<file path="src/sv/basis_to_quaternion_core_assert.svh">
// Assertion macros for the basis-to-quaternion core.
`ifndef BASIS_TO_QUATERNION_CORE_ASSERT_SVH
`define BASIS_TO_QUATERNION_CORE_ASSERT_SVH
`ifndef SYNTHESIS
`define B2Q_ASSERT(label, clk, rst_n, prop) \
	label: assert property (@(posedge clk) disable iff (!rst_n) prop) \
		else $error("basis_to_quaternion_core: property violated");
`define B2Q_ASSERT_NEVER(label, clk, rst_n, expr) \
	label: assert property (@(posedge clk) disable iff (!rst_n) !(expr)) \
		else $error("basis_to_quaternion_core: forbidden condition seen");
`else
`define B2Q_ASSERT(label, clk, rst_n, prop)
`define B2Q_ASSERT_NEVER(label, clk, rst_n, expr)
`endif
`endif

</file>
<file path="src/sv/b2q_pkg.sv">
// Shared types and constants of the basis-to-quaternion core.
`default_nettype none
package b2q_pkg;

	localparam int FRAC_BITS   = 14;
	localparam int ENT_W       = 16;
	localparam int RS_W        = ENT_W + 2;
	localparam int RAD_W       = RS_W - 1;
	localparam int D_W         = ENT_W + 1;
	localparam int SQ_W        = RAD_W + FRAC_BITS - 2;
	localparam int SQ_IN_W     = SQ_W + (SQ_W % 2);
	localparam int ROOT_W      = SQ_IN_W / 2;
	localparam int REM_W       = ROOT_W + 4;
	localparam int RR_W        = ROOT_W + 1;
	localparam int DEN_W       = RR_W + 2;
	localparam int Q_W         = ENT_W;
	localparam int NUM_W       = D_W + FRAC_BITS + 1;
	localparam int DIV_W       = DEN_W + Q_W - 1;
	localparam int CMP_W       = DEN_W + Q_W;
	localparam int QUEUE_DEPTH = 2;
	localparam int QPTR_W      = $clog2(QUEUE_DEPTH);
	localparam int QCNT_W      = $clog2(QUEUE_DEPTH + 1);

	localparam logic signed [RS_W-1:0] RAD_ONE = RS_W'(1) <<< FRAC_BITS;
	localparam logic [Q_W-1:0] Q_POS_MAX = {1'b0, {(Q_W-1){1'b1}}};
	localparam logic [Q_W-1:0] Q_NEG_MAG = {1'b1, {(Q_W-1){1'b0}}};

	localparam logic [1:0] BR_W = 2'd0;
	localparam logic [1:0] BR_X = 2'd1;
	localparam logic [1:0] BR_Y = 2'd2;
	localparam logic [1:0] BR_Z = 2'd3;

	typedef struct packed {
		logic signed [ENT_W-1:0] x_axis_x;
		logic signed [ENT_W-1:0] x_axis_y;
		logic signed [ENT_W-1:0] x_axis_z;
		logic signed [ENT_W-1:0] y_axis_x;
		logic signed [ENT_W-1:0] y_axis_y;
		logic signed [ENT_W-1:0] y_axis_z;
		logic signed [ENT_W-1:0] z_axis_x;
		logic signed [ENT_W-1:0] z_axis_y;
		logic signed [ENT_W-1:0] z_axis_z;
	} in_item_t;

	typedef struct packed {
		logic signed [ENT_W-1:0] quat_w;
		logic signed [ENT_W-1:0] quat_x;
		logic signed [ENT_W-1:0] quat_y;
		logic signed [ENT_W-1:0] quat_z;
		logic [1:0]              branch_used;
		logic                    invalid;
	} out_item_t;

	typedef struct packed {
		logic                  invalid;
		logic [1:0]            branch;
		logic [RAD_W-1:0]      rad;
		logic signed [D_W-1:0] d0;
		logic signed [D_W-1:0] d1;
		logic signed [D_W-1:0] d2;
	} cls_item_t;

	typedef struct packed {
		logic full;
		logic empty;
	} q_stat_t;

endpackage
`default_nettype wire

</file>
<file path="src/sv/b2q_queue.sv">
// Short register queue between the classifying front end and the arithmetic back end.
`default_nettype none
module b2q_queue (
	input  logic               clk,
	input  logic               arst_n,
	input  logic               push,
	input  b2q_pkg::cls_item_t push_data,
	input  logic               pop,
	output b2q_pkg::cls_item_t head,
	output b2q_pkg::q_stat_t   q_stat
);
	import b2q_pkg::*;

	cls_item_t           entry_q [QUEUE_DEPTH];
	logic [QPTR_W-1:0]   wr_ptr_q, rd_ptr_q;
	logic [QCNT_W-1:0]   count_q;

	function automatic logic [QPTR_W-1:0] next_ptr(input logic [QPTR_W-1:0] p);
		return (p == QPTR_W'(QUEUE_DEPTH - 1)) ? '0 : p + QPTR_W'(1);
	endfunction

	always_ff @(posedge clk or negedge arst_n) begin
		if (!arst_n) begin
			wr_ptr_q <= '0;
			rd_ptr_q <= '0;
			count_q  <= '0;
		end else begin
			if (push) wr_ptr_q <= next_ptr(wr_ptr_q);
			if (pop)  rd_ptr_q <= next_ptr(rd_ptr_q);
			if (push && !pop)      count_q <= count_q + QCNT_W'(1);
			else if (pop && !push) count_q <= count_q - QCNT_W'(1);
		end
	end

	always_ff @(posedge clk) begin
		if (push) entry_q[wr_ptr_q] <= push_data;
	end

	assign head         = entry_q[rd_ptr_q];
	assign q_stat.full  = (count_q == QCNT_W'(QUEUE_DEPTH));
	assign q_stat.empty = (count_q == '0);

endmodule
`default_nettype wire

</file>
<file path="config.mk">
export PLATFORM = sky130hd
export DESIGN_NAME = b2q_queue
export DESIGN_NICKNAME = d
export VERILOG_FILES = /design/src/sv/basis_to_quaternion_core_assert.svh /design/src/sv/b2q_pkg.sv /design/src/sv/b2q_queue.sv
export SDC_FILE = /design/constraint.sdc
export NUM_CORES = 1
export LEC_CHECK = 0
export ABC_AREA = 1
export BUFFER_PORTS_ARGS = -buffer_cell sky130_fd_sc_hd__buf_2
export CORE_MARGIN = 1
export CORE_UTILIZATION = 40
export DETAILED_ROUTE_END_ITERATION = 8
export SLEW_MARGIN = 20
export SYNTH_ARGS = -nofsm -noshare
export SYNTH_HDL_FRONTEND = slang
export SYNTH_SLANG_ARGS = --single-unit
export TNS_END_PERCENT = 5
</file>
<file path="constraint.sdc">
create_clock -name clk -period 4.2 [get_ports clk]
set_input_delay 0.63 -clock clk [delete_from_list [all_inputs] [get_ports clk]]
set_output_delay 0.63 -clock clk [all_outputs]
set_load 0.05 [all_outputs]
</file>
# Word-level counts from Yosys, hierarchy flattened
# Memory sizes are Yosys's and may differ from the RTL's.
# Cells that the tools add are included.
[classes] reduce_logical=6 mux=6 eq_ne=1 add_sub_neg=4
[ops] cell="two-way mux 1 bit" count=4
[ops] cell="two-way mux 2 bit" count=2
[ops] cell="adder 1 bit, second input constant" count=2
[ops] cell="adder 2 x 1 -> 2 bit, second input constant" count=1
[ops] cell="equality test 2 bit, second input constant" count=1
[ops] cell="logical AND 1 bit" count=2
[ops] cell="logical NOT 1 bit" count=2
[ops] cell="logical NOT 2 bit" count=1
[ops] cell="nonzero test 2 bit" count=1
[ops] cell="subtractor 2 x 1 -> 2 bit, second input constant" count=1
[totals] mem_bits_rw=142 inputBits=75 memories=1 register_bits=4
[mem_list] memory="entry_q" words=2 width=71 read_ports=1 rd_clocked_by_memory_dff=0 wr=1 line="b2q_queue.sv:14" source="cls_item_t entry_q [QUEUE_DEPTH];"

# Logic depth before layout (Yosys ltp)
[logic_depth] word_depth=4 mapped_depth=7 depth_no_buf=7

# Worst setup path after synthesis
# Ideal clock, no wire load.
[synth_timing] path_kind="input -> register" from="in push" to="mem entry_q[0][0] (netlist name), enable pin" arrival_ns=3.646 slack_ns=0.052 t_required_ns=3.698 stages=2 path_buffers=0 path_cell_list="inv_1 -> nor2_1"
[synth_via] elab_chain_cells=2
[synth_rtl] item="start: declaration" line="b2q_queue.sv:6" source="input logic push,"
[synth_rtl] item="two-way mux 1 bit" line="b2q_queue.sv:36" source="if (push) entry_q[wr_ptr_q] <= push_data;"
[synth_rtl] item="two-way mux 1 bit (not written as such)" line="b2q_queue.sv:36"
[synth_rtl] item="end: declaration" line="b2q_queue.sv:14"
# No other way between the ends.

==> results.tsv <==
metric	value	unit
grt_max_degree	55	
numClockSinks	146	
dr.pass1.iters	4	
power_frac_comb	38.2	%
fin_util	51.7	%
switching_share	38.2	%
via_per_inst	4.58	
grt_setup_unrepaired	false	
slowest_delay	0.96	ns
cp.buffers_inverters	2	
cts_buffers	17	
powerDensity	831	nW/um^2
cp_slowest_cell	dfrtp_4	
dieWidth	121	um
cts_tree	built	
drive_gt1_share	60.6	%
synth_area	5680	um^2
gp_congestion	0.663	
drt_iter0_markers	171	
status	complete, no violations	
synth_common_cells	edfxtp_1 (142), mux2_4 (69), buf_12 (7), inv_1 (7), nand2_1 (5)	
slew_headroom	35.5	%
grt_remaining_overflow	0	
grt_pass1_vias	2828	
area_growth	26.3	%
grt_pass1_wl	14400	um
maxCapViolCount	0	
routed_wl	9530	um
htreeDepth	4	
leakage	2.94	nW
vdd_drop_max	414	uV
num_rows	43	
clkPwrFrac	26.1	%
ys_ff_latch	146	
async_flop_share	2.74	%
post_drt_wl_per_cell	15.9	um
hold_viol_final	0	
vias	2753	
ys_seq_area_share	76.8	%
synth_cell_types	14	
cts-resized-gates	0	
antenna_cells	0	
synthMuxAreaShare	18.6	%
cts.reportedPaths.clkPinSlew	0.06	ns
synthTopCellsByArea	edfxtp_1 (75%), mux2_4 (18%), buf_12 (2.5%)	
crit_family	flip-flops	
skew	0.00371	ns
final_cells	601	
synth_top_cell_by_area	edfxtp_1	
place_inst	568	
die_area	14700	um^2
synthXorXnorAreaFrac	0.463	%
path_cells	buf_12 -> mux2_4 -> buf_2	
fp.dieH	121	um
root_buffer	clkbuf_16	
end_kind	output port	
synth_nets	322	
required	3.57	ns
intPower	3.69	mW
clock.fmax	340	MHz
worstMarginPinSlew	0.967	ns
hpwl	6020	um
avgSynthCellArea	23.1	um^2
post-synth-top-area-fraction	75.1	%
synth_top_flop_cell	edfxtp_1	
grt_usage	13.6	%
switchingPower	2.28	mW
synth_top_family_by_area	multiplexers	
insertion_delay	0.41	ns
maxSlewViolCount	0	
post_synth_inst_count	246	
synth_fa_ha_area_share	0.220	%
post-route-drc-count	0	
synth-edff-count	142	
setup_violations	0	
synthSimpleGateAreaFrac	0.727	%
nNetsFinal	484	
period_needed	2.94	ns
worstPathArrival	2.31	ns
fin_setup_tns	0	ns
synth_compound_area_share	0	%
synth_warnings	0	
p_seq_share	35.7	%
port_buffers	147	
timing.final.crit_share	70.0	%
start_util	40.9	%
io_pins	148	
antenna_left	0	
core_area	13900	um^2
antenna_found_initial	0	
critPathLaunchType	flip-flop	
crit_fanout	43	
max-clock-path-buffers	2	
hold_class	in2reg	
synth.most_common_cell	edfxtp_1	
path_class	reg2out	
-- through the flow --
stage,setup WS (ns),hold slack (ns),area [um^2],power [mW]
floorplan,0.0516,0.334,5680,4.15
detailed placement,1.65,0.446,6550,4.48
global route,1.14,0.379,7180,6.20
finish,1.26,0.401,7180,5.97
CTS,1.19,0.378,7180,6.05
global placement,1.65,0.449,6550,4.46
-- path summary, 6_finish.rpt --
check | start | end | slack (ns) | cells past startpoint
setup reg to reg | wr_ptr_q$_DFFE_PN0P_ | entry_q[1][35]$_DFFE_PP_ | 2.13 | 3
setup / recovery | rd_ptr_q$_DFFE_PN0P_ | head[20] | 1.26 | 3
min in group asynchronous | arst_n | count_q[0]$_DFFE_PN0P_ | 0.55 | 2
max in group asynchronous | arst_n | rd_ptr_q$_DFFE_PN0P_ | 3.51 | 2
hold reg to reg | count_q[1]$_DFFE_PN0P_ | count_q[1]$_DFFE_PN0P_ | 0.52 | 2
hold / removal | push_data[51] | entry_q[0][51]$_DFFE_PP_ | 0.40 | 1
-- worst reg2reg max path, stage by stage, from the launching register on --
cell and delay [ns]:
dfrtp_1 0.43, nand2_1 0.10, clkinv_2 0.73, buf_4 0.54
-- cell usage in the layout, fill, tap and decap left out, drive strengths merged --
cell,count
nor2,3
xor2,2
nand3,1
mux2,71
inv,7
bufinv,4
nand4,1
clkinv,9
clkinvlp,2
xnor2,1
clkbuf,17
edfxtp,142
ha,1
nand2,5
buf,150
dlygate4sd3,1
dfrtp,4
-- per-layer routing --
metal	global-route usage, %	wire length (um)	share of wire [%]
met1	15.0	3780	40
met2	23.0	5030	53
met3	4.65	525	5.5
met4	7.41	195	2.0
met5	0	0	0
-- power groups by stage --
stage / Sequential [mW] / Clock (mW) / Combinational (mW)
3_5_place_dp: 2.17 / 0 / 2.31
6_report: 2.13 / 1.56 / 2.28
5_1_grt: 2.17 / 1.64 / 2.39
3_3_place_gp: 2.16 / 0 / 2.31
2_1_floorplan: 2.04 / 0 / 2.11
4_1_cts: 2.14 / 1.59 / 2.32
-- sequential cells by signal, indices dropped and copies added, names as in the netlist --
register	cells
rd_ptr_q	1
entry_q	142
wr_ptr_q	1
count_q	2
-- final cells by class --
type                            instances  area [um^2]
Multi-Input combinational cell         85         1150
Inverter                                7         27.5
Tap cell                              180          225
Fill cell                            1180         6710
Timing Repair Buffer                  151          793
Clock buffer                           17          425
Clock inverter                         15          190
Sequential cell                       146         4370
-- cell families after synthesis --
group,after synthesis
multiplexers,71
buffers and inverters,15
adder cells (fa/ha/maj),1
XOR/XNOR,3
flip-flops,146
AND/OR/NAND/NOR,10
-- what timing repair did --
action                                  CTS  global route
hold buffers                              1             0
setup buffers                             0             0
endpoints found under the setup margin    0             0
endpoints found under the hold margin     4             0
Power figures use the tool's default switching activity.
