--- src/sv/basis_to_quaternion_core_assert.svh ---
// Assertion macros for the basis-to-quaternion core.
`ifndef BASIS_TO_QUATERNION_CORE_ASSERT_SVH
`define BASIS_TO_QUATERNION_CORE_ASSERT_SVH
`ifndef SYNTHESIS
`define B2Q_ASSERT(label, clk, rst_n, prop) \
	label: assert property (@(posedge clk) disable iff (!rst_n) prop) \
		else $error("basis_to_quaternion_core: property violated");
`define B2Q_ASSERT_NEVER(label, clk, rst_n, expr) \
	label: assert property (@(posedge clk) disable iff (!rst_n) !(expr)) \
		else $error("basis_to_quaternion_core: forbidden condition seen");
`else
`define B2Q_ASSERT(label, clk, rst_n, prop)
`define B2Q_ASSERT_NEVER(label, clk, rst_n, expr)
`endif
`endif

--- src/sv/b2q_pkg.sv ---
// Shared types and constants of the basis-to-quaternion core.
`default_nettype none
package b2q_pkg;

	localparam int FRAC_BITS   = 14;
	localparam int ENT_W       = 16;
	localparam int RS_W        = ENT_W + 2;
	localparam int RAD_W       = RS_W - 1;
	localparam int D_W         = ENT_W + 1;
	localparam int SQ_W        = RAD_W + FRAC_BITS - 2;
	localparam int SQ_IN_W     = SQ_W + (SQ_W % 2);
	localparam int ROOT_W      = SQ_IN_W / 2;
	localparam int REM_W       = ROOT_W + 4;
	localparam int RR_W        = ROOT_W + 1;
	localparam int DEN_W       = RR_W + 2;
	localparam int Q_W         = ENT_W;
	localparam int NUM_W       = D_W + FRAC_BITS + 1;
	localparam int DIV_W       = DEN_W + Q_W - 1;
	localparam int CMP_W       = DEN_W + Q_W;
	localparam int QUEUE_DEPTH = 2;
	localparam int QPTR_W      = $clog2(QUEUE_DEPTH);
	localparam int QCNT_W      = $clog2(QUEUE_DEPTH + 1);

	localparam logic signed [RS_W-1:0] RAD_ONE = RS_W'(1) <<< FRAC_BITS;
	localparam logic [Q_W-1:0] Q_POS_MAX = {1'b0, {(Q_W-1){1'b1}}};
	localparam logic [Q_W-1:0] Q_NEG_MAG = {1'b1, {(Q_W-1){1'b0}}};

	localparam logic [1:0] BR_W = 2'd0;
	localparam logic [1:0] BR_X = 2'd1;
	localparam logic [1:0] BR_Y = 2'd2;
	localparam logic [1:0] BR_Z = 2'd3;

	typedef struct packed {
		logic signed [ENT_W-1:0] x_axis_x;
		logic signed [ENT_W-1:0] x_axis_y;
		logic signed [ENT_W-1:0] x_axis_z;
		logic signed [ENT_W-1:0] y_axis_x;
		logic signed [ENT_W-1:0] y_axis_y;
		logic signed [ENT_W-1:0] y_axis_z;
		logic signed [ENT_W-1:0] z_axis_x;
		logic signed [ENT_W-1:0] z_axis_y;
		logic signed [ENT_W-1:0] z_axis_z;
	} in_item_t;

	typedef struct packed {
		logic signed [ENT_W-1:0] quat_w;
		logic signed [ENT_W-1:0] quat_x;
		logic signed [ENT_W-1:0] quat_y;
		logic signed [ENT_W-1:0] quat_z;
		logic [1:0]              branch_used;
		logic                    invalid;
	} out_item_t;

	typedef struct packed {
		logic                  invalid;
		logic [1:0]            branch;
		logic [RAD_W-1:0]      rad;
		logic signed [D_W-1:0] d0;
		logic signed [D_W-1:0] d1;
		logic signed [D_W-1:0] d2;
	} cls_item_t;

	typedef struct packed {
		logic full;
		logic empty;
	} q_stat_t;

endpackage
`default_nettype wire

--- src/sv/b2q_front.sv ---
// Front end: takes a matrix transfer, picks the radicand branch and forms the differences or sums.
`default_nettype none
module b2q_front (
	input  logic                item_valid,
	output logic                item_ready,
	input  b2q_pkg::in_item_t   item,
	input  b2q_pkg::q_stat_t    q_stat,
	output logic                push,
	output b2q_pkg::cls_item_t  cls
);
	import b2q_pkg::*;

	logic signed [RS_W-1:0] m00, m11, m22;
	logic signed [RS_W-1:0] s_w, s_x, s_y, s_z;
	logic signed [D_W-1:0]  d_zy, d_xz, d_yx, a_xy, a_xz, a_yz;

	function automatic logic is_pos(input logic signed [RS_W-1:0] v);
		return !v[RS_W-1] && (v != '0);
	endfunction

	always_comb begin
		m00 = RS_W'(item.x_axis_x);
		m11 = RS_W'(item.y_axis_y);
		m22 = RS_W'(item.z_axis_z);
		s_w = m00 + m11 + m22 + RAD_ONE;
		s_x = m00 - m11 - m22 + RAD_ONE;
		s_y = m11 - m00 - m22 + RAD_ONE;
		s_z = m22 - m00 - m11 + RAD_ONE;

		// m21 - m12, m02 - m20, m10 - m01 and the matching sums.
		d_zy = D_W'(item.y_axis_z) - D_W'(item.z_axis_y);
		d_xz = D_W'(item.z_axis_x) - D_W'(item.x_axis_z);
		d_yx = D_W'(item.x_axis_y) - D_W'(item.y_axis_x);
		a_xy = D_W'(item.x_axis_y) + D_W'(item.y_axis_x);
		a_xz = D_W'(item.x_axis_z) + D_W'(item.z_axis_x);
		a_yz = D_W'(item.y_axis_z) + D_W'(item.z_axis_y);

		cls.invalid = 1'b0;
		if (is_pos(s_w)) begin
			cls.branch = BR_W;
			cls.rad    = s_w[RAD_W-1:0];
			cls.d0     = d_zy;
			cls.d1     = d_xz;
			cls.d2     = d_yx;
		end else if (is_pos(s_x)) begin
			cls.branch = BR_X;
			cls.rad    = s_x[RAD_W-1:0];
			cls.d0     = d_zy;
			cls.d1     = a_xy;
			cls.d2     = a_xz;
		end else if (is_pos(s_y)) begin
			cls.branch = BR_Y;
			cls.rad    = s_y[RAD_W-1:0];
			cls.d0     = d_xz;
			cls.d1     = a_xy;
			cls.d2     = a_yz;
		end else begin
			cls.branch = BR_Z;
			cls.rad    = s_z[RAD_W-1:0];
			cls.d0     = d_yx;
			cls.d1     = a_xz;
			cls.d2     = a_yz;
			if (!is_pos(s_z)) begin
				// No usable radicand: the back end turns this into zeros.
				cls.invalid = 1'b1;
				cls.rad     = '0;
			end
		end
	end

	assign item_ready = !q_stat.full;
	assign push       = item_valid && item_ready;

endmodule
`default_nettype wire

--- config.mk ---
export PLATFORM = sky130hd
export DESIGN_NAME = b2q_front
export DESIGN_NICKNAME = d
export VERILOG_FILES = /design/src/sv/basis_to_quaternion_core_assert.svh /design/src/sv/b2q_pkg.sv /design/src/sv/b2q_front.sv
export SDC_FILE = /design/constraint.sdc
export NUM_CORES = 1
export LEC_CHECK = 0
export ABC_AREA = 0
export BUFFER_PORTS_ARGS = -buffer_cell sky130_fd_sc_hd__buf_2
export CORE_MARGIN = 8
export CORE_UTILIZATION = 45
export DETAILED_ROUTE_END_ITERATION = 12
export PLACE_DENSITY = 0.67
export SETUP_SLACK_MARGIN = 0.5
export SLEW_MARGIN = 20
export SYNTH_ARGS = -nofsm -noshare
export SYNTH_HDL_FRONTEND = slang
export SYNTH_SLANG_ARGS = --single-unit
--- constraint.sdc ---
create_clock -name vclk -period 16.5
set_input_delay 3.3 -clock vclk [all_inputs]
set_output_delay 3.3 -clock vclk [all_outputs]
set_load 0.01 [all_outputs]
* After elaboration in Yosys (flattened, before gate mapping)
Index checks and enable logic that the tools add are counted.
** Operators by class
- $add $sub $neg :: 18
- Multipliers :: 0
- Div/mod/pow operators :: 0
- Magnitude comparators :: 0
- Eq/ne operators :: 0
- Shift operators :: 0
- Mux-type cells :: 8
- Bitwise operators :: 0
- Reduce and logical (&&, ||, !) cells :: 14
** Operators with widths (number)
- 70-bit 2-to-1 mux :: 2
- 16-bit by 16-bit subtractor with 17-bit output :: 6
- 18-bit by 16-bit adder with 18-bit output (second input constant) :: 4
- 18-bit nonzero test :: 4
- 69-bit 2-to-1 mux :: 1
- 16-bit by 16-bit adder with 17-bit output :: 4
- 17-bit by 16-bit subtractor with 18-bit output :: 3
- 17-bit by 16-bit adder with 18-bit output :: 1
- 17-bit 2-to-1 mux :: 1
- 1-bit logical AND :: 5
- 1-bit zero test :: 5
- 1-bit 2-to-1 mux :: 4
** Word-level totals
- Flip-flop bits (word level) :: 0
- Bits in latches :: 0
- RAM bits :: 0
- ROM bits :: 0
- Input bits :: 147
- Output and inout bits :: 73
- Word-level logic and storage cells :: 40
- Memories kept :: 0

* Longest topological paths before layout
Gate-level depths: netlist (run 1).
- Depth after elaboration :: 9
- Depth in mapped cells :: 19
- Mapped depth without buffers :: 17

* Worst setup path after synthesis (run 1)
Ideal clock, no wire load.
- Kind :: input to output
- Start point :: input port item[2] (netlist name)
- End point :: output port cls[32] (netlist name)
- Data arrival time :: 7917 ps
- Path slack :: 5283 ps
- Stages on the path :: 17
- Cell sequence :: inv_1 -> fa_1 -> inv_1 -> ha_1 -> ha_1 -> fa_1 -> a211o_1 -> a211o_1 -> a21o_1 -> a211oi_1 -> o211ai_1 -> or4_4 -> o41a_1 -> or2_1 -> buf_6 -> mux2_4 -> a21oi_1
** RTL lines
- from (decl) :: line b2q_front.sv:6 : input b2q_pkg::in_item_t item,
- to (decl) :: line b2q_front.sv:9 : output b2q_pkg::cls_item_t cls

==> metrics.txt, run 1 <==
hold path endpoint item_ready; via count 11500; unique cell type count in the Yosys netlist slightly below 80; Pwr per Cell Area just under 100 mW/mm^2; Design Area, Final approximately 0.013 mm^2; final setup fails 0; routability cong. between 0.9 and 1; required time worst endpoint 13200 ps; Die Ht 176 um; worst path arrival time approximately 9400 ps; status complete, no violations; Fmax slightly below 80 MHz; Area after DPL ~0.013 mm^2; crit start category input pin; Peak supply drop between 60 and 70 uV; Syn-to-layout area delta 11.9%; cell count after synthesis between 1500 and 2000; Hold Path Cell Cnt 3; number of setup buffers added after CTS 0; Slew HR 0.326; warnings from Yosys 0; clock buffers 0; post-synth top area cell ha_1; crit-path max FO 28; initial antenna violation count 6; Final Hold Vio Count 0; syn_area_per_cell 7.45 um^2; Detailed Routing Iterations Pass 1 5; hold path start q_stat[1]; Setup TNS Final 0 ps; sequential cell area fraction in the yosys report 0; RSZ-0062 raised after global routing false; first-pass GRT wire length approximately 57 mm; number of global-route vias before repair approximately 12000; gr usage total 0.221; max-cap violation count 0; via/cell ratio ~5.6; Residual DRC 0; 1st-iter DRT viols roughly 800; Die W ~180 um; largest net degree at the start of global routing 52; I/O pins 220; Register Area 0 um^2; Final nets roughly 2200; cts-stage hold buffer count 0; synthesized area roughly 0.012 mm^2; # port buffers ~220; Hold Crit Class in2out; antenna-violating nets left 0; critical setup path kind in2out; Starting Density 0.458; total die area just over 0.03 mm^2; WL final between 30 and 40 mm; # resized after CTS 0; P_leak between 6 and 7 nW; max-slew violations 0; Worst Tran Pin Value between 900 and 1000 ps; number of fill cells in the layout between 2000 and 3000; hpwl dp roughly 31 mm; core box area roughly 0.025 mm^2; post-synth top area share 0.240; period utilization 0.769; endpoint class of the critical path output port; Syn Nets around 2000; remaining global-route overflow 0; Row Count 58; share of cells above drive strength 1 0.157; top post-synthesis cells by area ha_1 (24%), fa_1 (13%), inv_1 (7.7%); WL/cell 17.4 um; seq_cells 0; post-route minimum period between 10000 and 15000 ps
## metal layers
layer	up-vias	GRT usage	wire (um)
met2	343	0.412	18000
li1	5761	-	-
met4	4	0.0851	1430
met3	70	0.0363	2310
met1	5344	0.246	13900
met5	-	0	23
## synth_stat cells (4+ instances only)
| library cell | number |
|---|---|
| inv_1 | 236 |
| ha_1 | 221 |
| nor2_1 | 122 |
| a21oi_1 | 116 |
| xnor2_1 | 78 |
| fa_1 | 75 |
| nand2_1 | 75 |
| o21ai_0 | 61 |
| nor3_1 | 48 |
| clkbuf_1 | 46 |
| nand3_1 | 30 |
| o21a_1 | 30 |
| xor2_1 | 26 |
| a211oi_1 | 22 |
| o21bai_1 | 21 |
| nor2b_1 | 20 |
| mux2i_1 | 18 |
| nand2b_1 | 17 |
| a21o_1 | 16 |
| or3_1 | 16 |
| o31ai_1 | 15 |
| a221oi_1 | 13 |
| a31oi_1 | 13 |
| and3_1 | 13 |
| o211ai_1 | 13 |
| a2111oi_0 | 11 |
| mux2_2 | 11 |
| o221a_2 | 11 |
| a22oi_1 | 10 |
| buf_1 | 9 |
| a21boi_0 | 8 |
| nor4_1 | 8 |
| o22ai_1 | 8 |
| o31a_1 | 8 |
| o311ai_0 | 7 |
| o41ai_1 | 7 |
| nand3b_1 | 5 |
| a211o_1 | 4 |
| buf_2 | 4 |
| nand4_1 | 4 |
| nor3b_1 | 4 |
| o211a_1 | 4 |
| o41a_1 | 4 |
## report_power, final
part             total [mW]  internal [mW]  switching [mW]
Combinational          1.28          0.506           0.775
Clock          0.0000000487   0.0000000487               0
Sequential                0              0               0
Total                  1.28          0.506           0.775
## cell families (layout without fill, tap and decap cells)
kind of cell / after synthesis / after routing / synth area share
compound gates: 440 / 440 / 0.264
xor+xnor: 104 / 104 / 0.0790
fa+ha+maj: 296 / 296 / 0.370
buf+inv: 296 / 463 / 0.0974
mux: 32 / 32 / 0.0303
other cells: 0 / 6 / 0
simple gates: 381 / 381 / 0.159
## per-stage QoR
step                total power [mW]  hold WS (ps)  instances  worst slack, ps   util
finish                          1.28          6840       2052             3820  0.513
global route                    1.41          6860       2048             3530  0.512
CTS                             1.28          6840       2046             3940  0.512
detailed placement              1.27          6840       2046             3950  0.512
global placement                1.26          6840       2046             4060  0.512
floorplan                      0.858          6640       1549             5280      -
## layout by cell type (no fill, tap or decap), types with 15 or more instances in the layout
| master | synthesis | layout |
|---|---|---|
| nand2_1 | 75 | 74 |
| nor3_1 | 48 | 48 |
| inv_1 | 236 | 236 |
| xnor2_1 | 78 | 78 |
| nand2b_1 | 17 | 17 |
| nor2_1 | 122 | 122 |
| nor2b_1 | 20 | 20 |
| fa_1 | 75 | 75 |
| buf_2 | 4 | 219 |
| o31ai_1 | 15 | 15 |
| a21oi_1 | 116 | 115 |
| mux2i_1 | 18 | 18 |
| a21o_1 | 16 | 16 |
| o21ai_0 | 61 | 61 |
| ha_1 | 221 | 221 |
| a211oi_1 | 22 | 22 |
| xor2_1 | 26 | 26 |
| or3_1 | 16 | 16 |
| o21bai_1 | 21 | 21 |
| o21a_1 | 30 | 30 |
| nand3_1 | 30 | 30 |
## layout make-up
| cell class | instances | area [um^2] | share of cell area |
|---|---|---|---|
| well taps | 330 | 413 | 0.0320 |
| inverters | 236 | 886 | 0.0686 |
| multi-input cells | 1253 | 10400 | 0.809 |
| repair buffers | 227 | 1160 | 0.0895 |
| diodes | 6 | 15.0 | 0.00116 |
## worst max-delay path by stage
stage | startpoint | end | slack (ps)
CTS | item[2] | cls[19] | 3940
global placement | item[2] | cls[19] | 4060
finish | item[2] | cls[19] | 3820
global route | item[2] | cls[19] | 3530
floorplan | item[2] | cls[32] | 5280
detailed placement | item[0] | cls[19] | 3950
## critical path: stages
cell,delay (ps)
buf_2,130
inv_1,90
fa_1,540
inv_1,100
ha_1,290
ha_1,230
fa_1,490
a211o_1,320
a2111oi_0,450
a211oi_1,130
nor4_1,510
o211ai_1,160
or4_4,600
o41a_1,330
buf_4,250
or2_1,630
o311ai_0,470
a2bb2oi_1,180
buf_2,180
Power figures use the tool's default switching activity.
==> run 2: changes to the inputs <==
--- a/config.mk
+++ b/config.mk
@@ -5,12 +5,12 @@
 export SDC_FILE = /design/constraint.sdc
 export NUM_CORES = 1
 export LEC_CHECK = 0
-export ABC_AREA = 0
+export ABC_AREA = 1
 export BUFFER_PORTS_ARGS = -buffer_cell sky130_fd_sc_hd__buf_2
 export CORE_MARGIN = 8
 export CORE_UTILIZATION = 45
 export DETAILED_ROUTE_END_ITERATION = 12
-export PLACE_DENSITY = 0.67
+export PLACE_DENSITY = 0.69
 export SETUP_SLACK_MARGIN = 0.5
 export SLEW_MARGIN = 20
 export SYNTH_ARGS = -nofsm -noshare
==> constraint.sdc (replaced) <==
create_clock -name vclk -period 10.7
set_input_delay 2.14 -clock vclk [all_inputs]
set_output_delay 2.14 -clock vclk [all_outputs]
set_load 0.01 [all_outputs]
==> run 2 against run 1 <==
  * Synthesized area rose by 8.3%
  * Sequential share of layout area did not move
  * Utilization fell by 1.1 points
  * Design area rose by 7.1%
  * Sequential cell count did not move
  * Count of clock-buffer cells in the layout did not move
  * Global-route usage rose by 2.4 points
  * Die area rose by 7.5%
  * Critical path type unchanged
  * Highest routed layer unchanged
==> metrics.txt, run 2 <==
most frequent cells in the layout nand2_1 (632), inv_1 (377), ha_1 (221); Pwr per Cell Area 146 mW/mm^2; largest family of logic cells by synthesized area adder cells; max-cap violation count 0; WL/cell between 15 and 20 um; Worst path slowest cell fa_1; post-synth top area cell ha_1; routability cong. 1.00; share of cells above drive strength 1 0.111; largest net degree at the start of global routing 47; Final Hold Vio Count 0; status complete, no violations; hpwl dp 37.1 mm; first-pass GRT wire length between 60 and 70 mm; warnings from Yosys 0; top-count cell post-synth nand2_1; syn_area_per_cell around 6.0 um^2; remaining global-route overflow 0; Peak supply drop about 70 uV; via count around 14000; RSZ-0062 raised after global routing false; number of fill cells in the layout about 3000; Hold Crit Class in2out; Final nets 2709; period utilization 0.861; Compound-Gate Fraction of Synth Area 0.115; worst path arrival time slightly above 7000 ps; # resized after CTS 0; Register Area 0 um^2; 1st-iter DRT viols 810; Worst Tran Pin Value 907 ps; Residual DRC 0; simple-gate share of the synthesized area 0.339; via/cell ratio ~5.1; endpoint class of the critical path output port; Largest delay share family, worst path simple AND/OR/NAND/NOR gates; Setup TNS Final 0 ps; post-synthesis mux area share 0; Die Ht around 180 um; Detailed Routing Iterations Pass 1 5; crit-path max FO 46; total die area between 0.03 and 0.04 mm^2; post-synthesis adder-cell area fraction 0.342; P_leak between 8 and 9 nW; gr usage total 0.245; final setup fails 0; XOR/XNOR Fraction of Synth Area 0.0672; post-synth top area share 0.221; top post-synthesis cells by area ha_1 (22%), nand2_1 (19%), fa_1 (12%); number of setup buffers added after CTS 0; cts-stage hold buffer count 0; Row Count 61; Fmax between 100 and 150 MHz; GR Util met3 0.0221; post-route minimum period roughly 9000 ps; # port buffers around 220; Starting Density 0.453; clock buffers 0; unique cell type count in the Yosys netlist 41; commonest cells in the netlist nand2_1 (634), inv_1 (377), ha_1 (221); max-slew violations 0; Syn Nets about 2500; critical-path cell list buf_2, inv_1, fa_1, inv_1, ha_1, ha_1, inv_1, fa_1, nand3b_1, nand2_1, xnor2_1, nand3_1, nor2_1, nand4_1, nand2_2, buf_4, nand2_4, clkinv_2, nand2_1, nand2_1, buf_2; crit start category input pin; initial antenna violation count 5; commonest non-fill, non-tap cell in the layout nand2_1; antenna-violating nets left 0; cell count after synthesis between 2000 and 2500; synthesized area ~0.012 mm^2; Final Core Density 0.502; GRT met2 Usage 0.462; busiest layer in global routing met2; WL final around 42 mm; Multi-input gate area 0.0108 mm^2; number of global-route vias before repair 13600; CP peak stage delay approximately 550 ps; Die W between 150 and 200 um; I/O pins 220; Slew HR 0.395; Syn-to-layout area delta 10.7%; WHS ~4500 ps; seq_cells 0; core box area about 0.028 mm^2; sequential cell area fraction in the yosys report 0; critical setup path kind in2out; buffer and inverter count on the worst path 7; required time worst endpoint 8560 ps; GR Util met1 0.291
-- run 2: through the flow --
| stage | setup WS, ps | instances | power (mW) | instance area, um^2 |
|---|---|---|---|---|
| final | 1490 | 2643 | 2.01 | 13800 |
| after global routing | 1130 | 2642 | 2.25 | 13800 |
| after CTS | 1510 | 2642 | 2.01 | 13800 |
| after detailed placement | 1550 | 2642 | 1.99 | 13800 |
| after global placement | 1550 | 2642 | 1.99 | 13800 |
| after floorplan | 3230 | 2094 | 1.36 | 12500 |
-- run 2: cell families (layout without fill, tap and decap cells) --
family	after synthesis	after routing
compound gates	259	259
xor+xnor	95	95
other cells	0	1
fa+ha+maj	296	296
simple gates	1008	1008
buf+inv	436	606
-- run 2: area by class of cell --
cell class	count	area share
inverter	381	0.103
antenna	1	0.000181
tap	378	0.0342
multi-input combinational	1658	0.780
timing repair buffer	225	0.0825
-- run 2: worst paths after layout --
check / startpoint / endpoint / slack (ps) / cells past startpoint
worst max-delay path: item[2] / cls[43] / 1490 / 21
worst min-delay path: q_stat[1] / item_ready / 4520 / 3
-- run 2: power breakdown --
| part | internal (mW) | switching (mW) | leakage (nW) |
|---|---|---|---|
| clock network | 0.0000000125 | 0 | 0.00000634 |
| registers | 0 | 0 | 0 |
| logic | 0.680 | 1.33 | 8.42 |
-- run 2: per-layer routing --
| layer | share of wire | vias to the layer above | routed length [um] |
|---|---|---|---|
| met5 | 0.0012 | - | 51 |
| met4 | 0.031 | 8 | 1290 |
| met3 | 0.042 | 63 | 1760 |
| met2 | 0.50 | 346 | 21000 |
| met1 | 0.43 | 6224 | 18100 |
| li1 | - | 6911 | - |
==> run 3: changes to the inputs <==
--- a/config.mk
+++ b/config.mk
@@ -5,12 +5,11 @@
 export SDC_FILE = /design/constraint.sdc
 export NUM_CORES = 1
 export LEC_CHECK = 0
-export ABC_AREA = 1
 export BUFFER_PORTS_ARGS = -buffer_cell sky130_fd_sc_hd__buf_2
-export CORE_MARGIN = 8
+export CORE_MARGIN = 2
 export CORE_UTILIZATION = 45
 export DETAILED_ROUTE_END_ITERATION = 12
-export PLACE_DENSITY = 0.69
+export PLACE_DENSITY = 0.7
 export SETUP_SLACK_MARGIN = 0.5
 export SLEW_MARGIN = 20
 export SYNTH_ARGS = -nofsm -noshare
==> run 3 against run 2 <==
  * Die area fell by 19%
  * Sequential share of layout area did not move
  * Hold slack improved by 9.7 ps
  * Total power fell by 2.0%
  * Design area fell by 6.4%
  * Critical endpoint is now cls[32]
  * Highest routed layer unchanged
==> metrics.txt, run 3 (synthesis gave the netlist of run 1 again) <==
Worst path slowest cell or4_4; seq_cells 0; final setup fails 0; Worst Tran Pin Value roughly 1100 ps; Hold Crit Class in2out; core box area 0.0252 mm^2; commonest non-fill, non-tap cell in the layout inv_1; most frequent cell on the critical path fa_1; first-pass GRT wire length between 50 and 60 mm; Internal between 0.7 and 0.8 mW; Detailed Routing Iterations Pass 1 5; Starting Density 0.458; largest net degree at the start of global routing 39; Slew HR 0.286; number of global-route vias before repair about 11000; Multi-input gate area about 0.010 mm^2; Design Area, Final 0.0129 mm^2; Peak supply drop approximately 110 uV; remaining global-route overflow 0; Sw Ratio 0.599; Hold Path Cell Cnt 3; required time worst endpoint about 8600 ps; Area after DPL 0.0129 mm^2; Pwr per Cell Area 152 mW/mm^2; Die Ht between 150 and 200 um; Gate power share 1.000; via/cell ratio around 5.6; GRT met2 Usage 0.476; crit-path max FO 21; WL/cell between 15 and 20 um; # port buffers approximately 220; GR Util met3 0.0490; Final nets approximately 2200; period utilization 0.925; hold path endpoint push; # resized after CTS 0; CP peak stage delay about 600 ps; max-slew violations 0; critical setup path kind in2out; max-cap violation count 0; cts-stage hold buffer count 0; Setup TNS Final 0 ps; share of cells above drive strength 1 0.160; initial antenna violation count 11; Residual DRC 0; antenna-violating nets left 0; most frequent cells in the layout inv_1 (236), ha_1 (221), buf_2 (219); routability cong. between 0.9 and 1; critical-path cell list buf_2, inv_1, fa_1, fa_1, ha_1, fa_1, a211o_1, a2111oi_0, a211oi_1, nor4_1, o211ai_1, or4_4, o41a_1, or2_2, buf_4, mux2_4, a21oi_1, buf_2; crit start category input pin; post-route minimum period 9900 ps; hold path start q_stat[1]; WL final around 34 mm; Fmax just over 100 MHz; buffer and inverter count on the worst path 4; hpwl dp around 30 mm; number of setup buffers added after CTS 0; Register Area 0 um^2; sequential share of power 0; P_leak between 6 and 7 nW; worst path arrival time ~7800 ps; Syn-to-layout area delta 12.3%; WHS ~4500 ps; Sw Pwr approximately 1.2 mW; Largest delay share family, worst path adder cells; busiest layer in global routing met2; via count roughly 12000; I/O pins 220; GR Util met1 0.273; Clk pwr share 0; 1st-iter DRT viols around 570; RSZ-0062 raised after global routing false; Row Count just under 60; Die W around 160 um; status complete, no violations; number of fill cells in the layout about 2500; endpoint class of the critical path output port; Final Hold Vio Count 0; total die area between 0.02 and 0.03 mm^2; clock buffers 0; gr usage total 0.247
==> run 3: cell types whose count changed in the layout (fill, tap and decap cells not counted), moves of 21 or more <==
cell	change
xnor2_1	+65
xor2_1	-55
a211oi_1	+21
nand2_1	-558
nor3_1	+28
o21a_1	+26
inv_1	-141
nand3_1	-142
==> run 3: worst max path at each step <==
stage | from | slack [ps] | to | depth (start not counted)
3_3_place_gp | item[2] | 820 | cls[32] | 19
3_5_place_dp | item[2] | 730 | cls[61] | 19
5_1_grt | item[2] | 550 | cls[32] | 19
4_1_cts | item[2] | 710 | cls[61] | 19
6_report | item[0] | 800 | cls[32] | 18
2_1_floorplan | item[2] | 1800 | cls[32] | 17
==> run 3: per-layer routing <==
metal | share of wire | vias to the layer above
met1 | 0.39 | 5359
li1 | - | 5769
met3 | 0.065 | 62
met5 | 0.0021 | -
met2 | 0.51 | 317
met4 | 0.031 | 12
==> run 3: final cells by class <==
| cell class | instances | share of cell area |
|---|---|---|
| multi-input combinational | 1253 | 0.807 |
| timing repair buffer | 230 | 0.0920 |
| inverter | 236 | 0.0684 |
| tap | 330 | 0.0319 |
| antenna | 5 | 0.000966 |
==> run 3: per-stage QoR <==
stage                util  setup WS, ps  total power [mW]  instances
floorplan               -          1800              1.32       1549
global placement    0.514           817              1.93       2049
detailed placement  0.514           727              1.95       2049
CTS                 0.514           712              1.96       2049
global route        0.514           550              2.17       2050
finish              0.514           804              1.97       2054
==> run 3: power by group through the flow <==
| stage | combinational [mW] | clock [mW] | sequential [mW] |
|---|---|---|---|
| final | 1.97 | 0.0000000625 | 0 |
| after detailed placement | 1.95 | 0 | 0 |
| after floorplan | 1.32 | 0 | 0 |
| after global placement | 1.93 | 0 | 0 |
| after global routing | 2.17 | 0.0000000125 | 0 |
| after CTS | 1.96 | 0 | 0 |
